### src/rtl/fsa_ram.sv
`default_nettype none
module fsa_ram #(
    parameter int WIDTH = 64,
    parameter int DEPTH = 64
) (
    input  wire logic                     i_clk,
    input  wire logic                     i_we,
    input  wire logic [$clog2(DEPTH)-1:0] i_waddr,
    input  wire logic [WIDTH-1:0]         i_wdata,
    input  wire logic [$clog2(DEPTH)-1:0] i_raddr,
    output logic      [WIDTH-1:0]         o_rdata
);

    logic [WIDTH-1:0] r_mem [DEPTH];

    always_ff @(posedge i_clk) begin
        if (i_we) begin
            r_mem[i_waddr] <= i_wdata;
        end
        o_rdata <= r_mem[i_raddr];
    end

endmodule
`default_nettype wire

### config.mk
export PLATFORM = sky130hd
export DESIGN_NAME = fsa_ram
export DESIGN_NICKNAME = d
export VERILOG_FILES = /design/src/rtl/fsa_ram.sv
export SDC_FILE = /design/constraint.sdc
export NUM_CORES = 2
export LEC_CHECK = 0
export ABC_AREA = 1
export BUFFER_PORTS_ARGS = -buffer_cell sky130_fd_sc_hd__buf_2
export CAP_MARGIN = 5
export CORE_MARGIN = 3
export CORE_UTILIZATION = 31
export CTS_CLUSTER_SIZE = 16
export DETAILED_ROUTE_END_ITERATION = 8
export PLACE_DENSITY_LB_ADDON = 0.12
export SETUP_SLACK_MARGIN = 0.3
export SLEW_MARGIN = 10
export SYNTH_ARGS = -nofsm -noshare
export SYNTH_HDL_FRONTEND = slang
export SYNTH_SLANG_ARGS = --single-unit
export TNS_END_PERCENT = 10
### constraint.sdc
create_clock -name i_clk -period 9 [get_ports i_clk]
set_clock_uncertainty 0.1 [all_clocks]
set_input_delay 1.8 -clock i_clk [delete_from_list [all_inputs] [get_ports i_clk]]
set_output_delay 1.8 -clock i_clk [all_outputs]
set_load 0.05 [all_outputs]
==> impl_results.md <==
* Yosys warning count at 0
* Routability cong. at 0.7254
* Worst IR Drop VDD at about 0.16 mV
* Core area at 529,800 um^2
* PwrDens at 227.8 nW/um^2
* Hold Path Class: reg -> reg
* Mapped Cells at between 10,000 and 15,000
* CTS Buf Count at 465
* Post_cts resized at 0
* Outcome: finished, final reports clean
* WP data required at 9.51 ns
* Synth-to-layout area growth at 14.00%
* Power, Total at 42.92 mW
* Port-buffer cells at between 100 and 150
* First-pass GRT wire length at 842.0 mm
* Seq/Total Area, Yosys at 0.7518
* Worst slew pin tran at 1.220 ns
* Routed vias at 107,000
* Row count at 267
* Part of the cycle the worst path needs at 0.5171
* Final Net Count at 13,470
* DRC at 0
* Worst hold start: r_mem[58][49]$_DFFE_PP_
* Setup Crit Path Kind: in -> reg
* H-tree Lvls at 5
* CP max FO at 34
* Final Cell Area at between 150,000 and 200,000 um^2
* FF+latch area at 124,300 um^2
* Pre-CTS setup slack at 3.297 ns
* Top Ports at 142
* Wire per inst at 29.04 um
* Synth cell types at 16
* Clock Pin Slew Worst Setup and Hold Paths at roughly 0.06 ns
* Vias per inst at ~5.1
* Starting Density at 0.3120
* Worst r2r path cells at 8
* # Max-Cap Violations at 0
* CTS tree: yes
* Rel. slew slack at 0.1848
* Startpoint types: input pin
* Die footprint at between 500,000 and 600,000 um^2
* Initial DRC count at 10,470
* CP Cell Sequence: buf_2, inv_1, nand4_1, nor2_4, buf_4
* Final cell count without fillers at 20,810
* WHS Endpoint: o_rdata[49]$_DFF_P_
* Worst reg2reg endpoint: o_rdata[62]$_DFF_P_
* Die W at 736.2 um
* Fin. max-slew vios at 0
* Initial antenna violation count at 47
* Post-CTS Setup Bufs at 0
* Mapped cell area at between 150,000 and 200,000 um^2
* Num Clock Sinks at roughly 4,200
* DRT Pass-1 Iters at 5
* DP Wirelength at around 290 mm
* Slowest CP cell: nor2_4
* Root Driver: clkbuf_16
* CP Buf/Inv Count at 3
* Syn_area_per_cell at 12.33 um^2
* Fin crit period at approximately 4.7 ns
* Final WL at a little over 600 mm
* Fin util at 0.3557
* Multi-input gate area at 36,620 um^2
* Largest net degree at the start of global routing at approximately 200
* Vias in the first global route at between 100k and 150k
* Number of synthesized register bits at about 4,200
* Reg2Reg Setup Slack at between 7 and 8 ns
* Clock Path Buffers at 4
* Final Setup Violations at 0
* Final setup TNS at 0 ns
* Total gr overflow at 0
* CP arrival at 5.16 ns
* Fmax at 0.2149 GHz
* Setup ws final at roughly 4.3 ns
* Area after DPL at 173,400 um^2
* Fillers at 51,920
* Placed Instances at 19,920
* Max incr delay on CP at 1.00 ns
* Worst-Skew Late Latency at about 1.0 ns
* Share of post-route cells with drive strength above 1 at 0.08216
* Setup crit end kind: flip-flop
* Hold depth at 8
* Mapped Nets at 13,480
* Post-DRT Antenna Nets at 0
* Die Y at 736.2 um
* Leak Pwr at 64.99 nW
* Reg2reg start: r_mem[9][62]$_DFFE_PP_
* Final hold vios at 0
* Largest delay share family, worst path: simple AND/OR/NAND/NOR gates
* RSZ-0062 raised after global routing: no
* Overall Global Routing Usage at 0.2169
* Worst Hold Slack at approximately 0.68 ns
* CTS Hold Bufs at 0
-- tightest hold or removal path, stage by stage (launching register included) --
cell and delay [ns]:
edfxtp_1 0.31, nand2_1 0.05, nand3_1 0.05, nand3_1 0.07, nand3_1 0.08, nand3_1 0.06
nand2_1 0.06, nand2_1 0.04, nand2_1 0.06
-- synth_stat cells --
cell type | instances | area [um^2]
buf_1 | 72 | 270.3
buf_2 | 501 | 2507
buf_4 | 134 | 1006
buf_6 | 40 | 450.4
buf_8 | 3 | 45.04
clkbuf_1 | 147 | 551.8
dfxtp_1 | 64 | 1281
edfxtp_1 | 4096 | 123000
inv_1 | 8 | 30.03
inv_2 | 2 | 7.510
inv_4 | 2 | 12.51
nand2_1 | 4416 | 16580
nand3_1 | 3847 | 19250
nand4_1 | 9 | 56.30
nor2_1 | 56 | 210.2
nor4_1 | 8 | 50.05
-- layout by cell type, fill, tap and decap left out, types with 3 or more instances in the layout --
cell / netlist / final
clkinv_8: 0 / 9
inv_16: 0 / 5
clkinv_16: 0 / 6
clkbuf_16: 0 / 471
inv_6: 0 / 5
nand2_1: 4416 / 4416
buf_2: 501 / 132
nand3_1: 3847 / 3847
clkinv_2: 0 / 76
inv_8: 0 / 3
buf_8: 3 / 4
clkinv_4: 0 / 4
nand4_1: 9 / 9
nor2_4: 0 / 56
buf_4: 134 / 209
edfxtp_1: 4096 / 4096
nor4_2: 0 / 8
buf_12: 0 / 69
clkinv_1: 0 / 112
diode_2: 0 / 23
clkinvlp_4: 0 / 12
inv_1: 8 / 6
clkbuf_1: 147 / 107
clkbuf_8: 0 / 29
bufinv_16: 0 / 33
dfxtp_1: 64 / 64
-- registers in the layout (all words and copies together) (netlist names) --
| signal | cells |
|---|---|
| r_mem | 4096 |
| o_rdata | 64 |
-- cell type report --
cell class / instances / share of cell area
inverters: 12 / 0.0005577
clock inverters: 259 / 0.01241
multi-input cells: 8336 / 0.1943
clock buffers: 607 / 0.06679
diodes: 23 / 0.0003054
well taps: 6994 / 0.04644
repair buffers: 416 / 0.01969
flip-flops and latches: 4160 / 0.6595
-- how the worst max path moves through the flow --
stage | startpoint | depth (start not counted) | slack (ns) | to
2_1_floorplan | i_we | 3 | -0.18 | r_mem[48][0]$_DFFE_PP_
3_5_place_dp | i_waddr[2] | 6 | 3.30 | r_mem[1][60]$_DFFE_PP_
6_report | i_waddr[2] | 5 | 4.35 | r_mem[58][48]$_DFFE_PP_
3_3_place_gp | i_waddr[2] | 5 | 3.24 | r_mem[58][36]$_DFFE_PP_
5_1_grt | i_waddr[2] | 6 | 4.35 | r_mem[1][54]$_DFFE_PP_
4_1_cts | i_waddr[2] | 5 | 4.41 | r_mem[58][48]$_DFFE_PP_
-- where the power goes --
group	switching (mW)	internal (mW)	leakage, nW
Sequential	0.117	21.5	37.4
Combinational	1.97	0.559	20.3
Clock	8.06	10.8	7.27
-- cells by family (layout without fill, tap and decap cells) --
family	after synthesis	in the layout	share of synthesized area
AND/OR/NAND/NOR	8336	8336	0.2187
flip-flops	4160	4160	0.7518
buffers and inverters	909	1294	0.02953
other	0	23	0
-- layer usage --
| metal | up-vias | track usage | part of all wire |
|---|---|---|---|
| met5 | - | 0 | 0.00020 |
| met4 | 18 | 0.05075 | 0.024 |
| met3 | 757 | 0.02436 | 0.046 |
| met2 | 2884 | 0.3514 | 0.47 |
| met1 | 55410 | 0.3119 | 0.46 |
| li1 | 47930 | - | - |
Note: power is estimated with default switching activity, not from simulation.
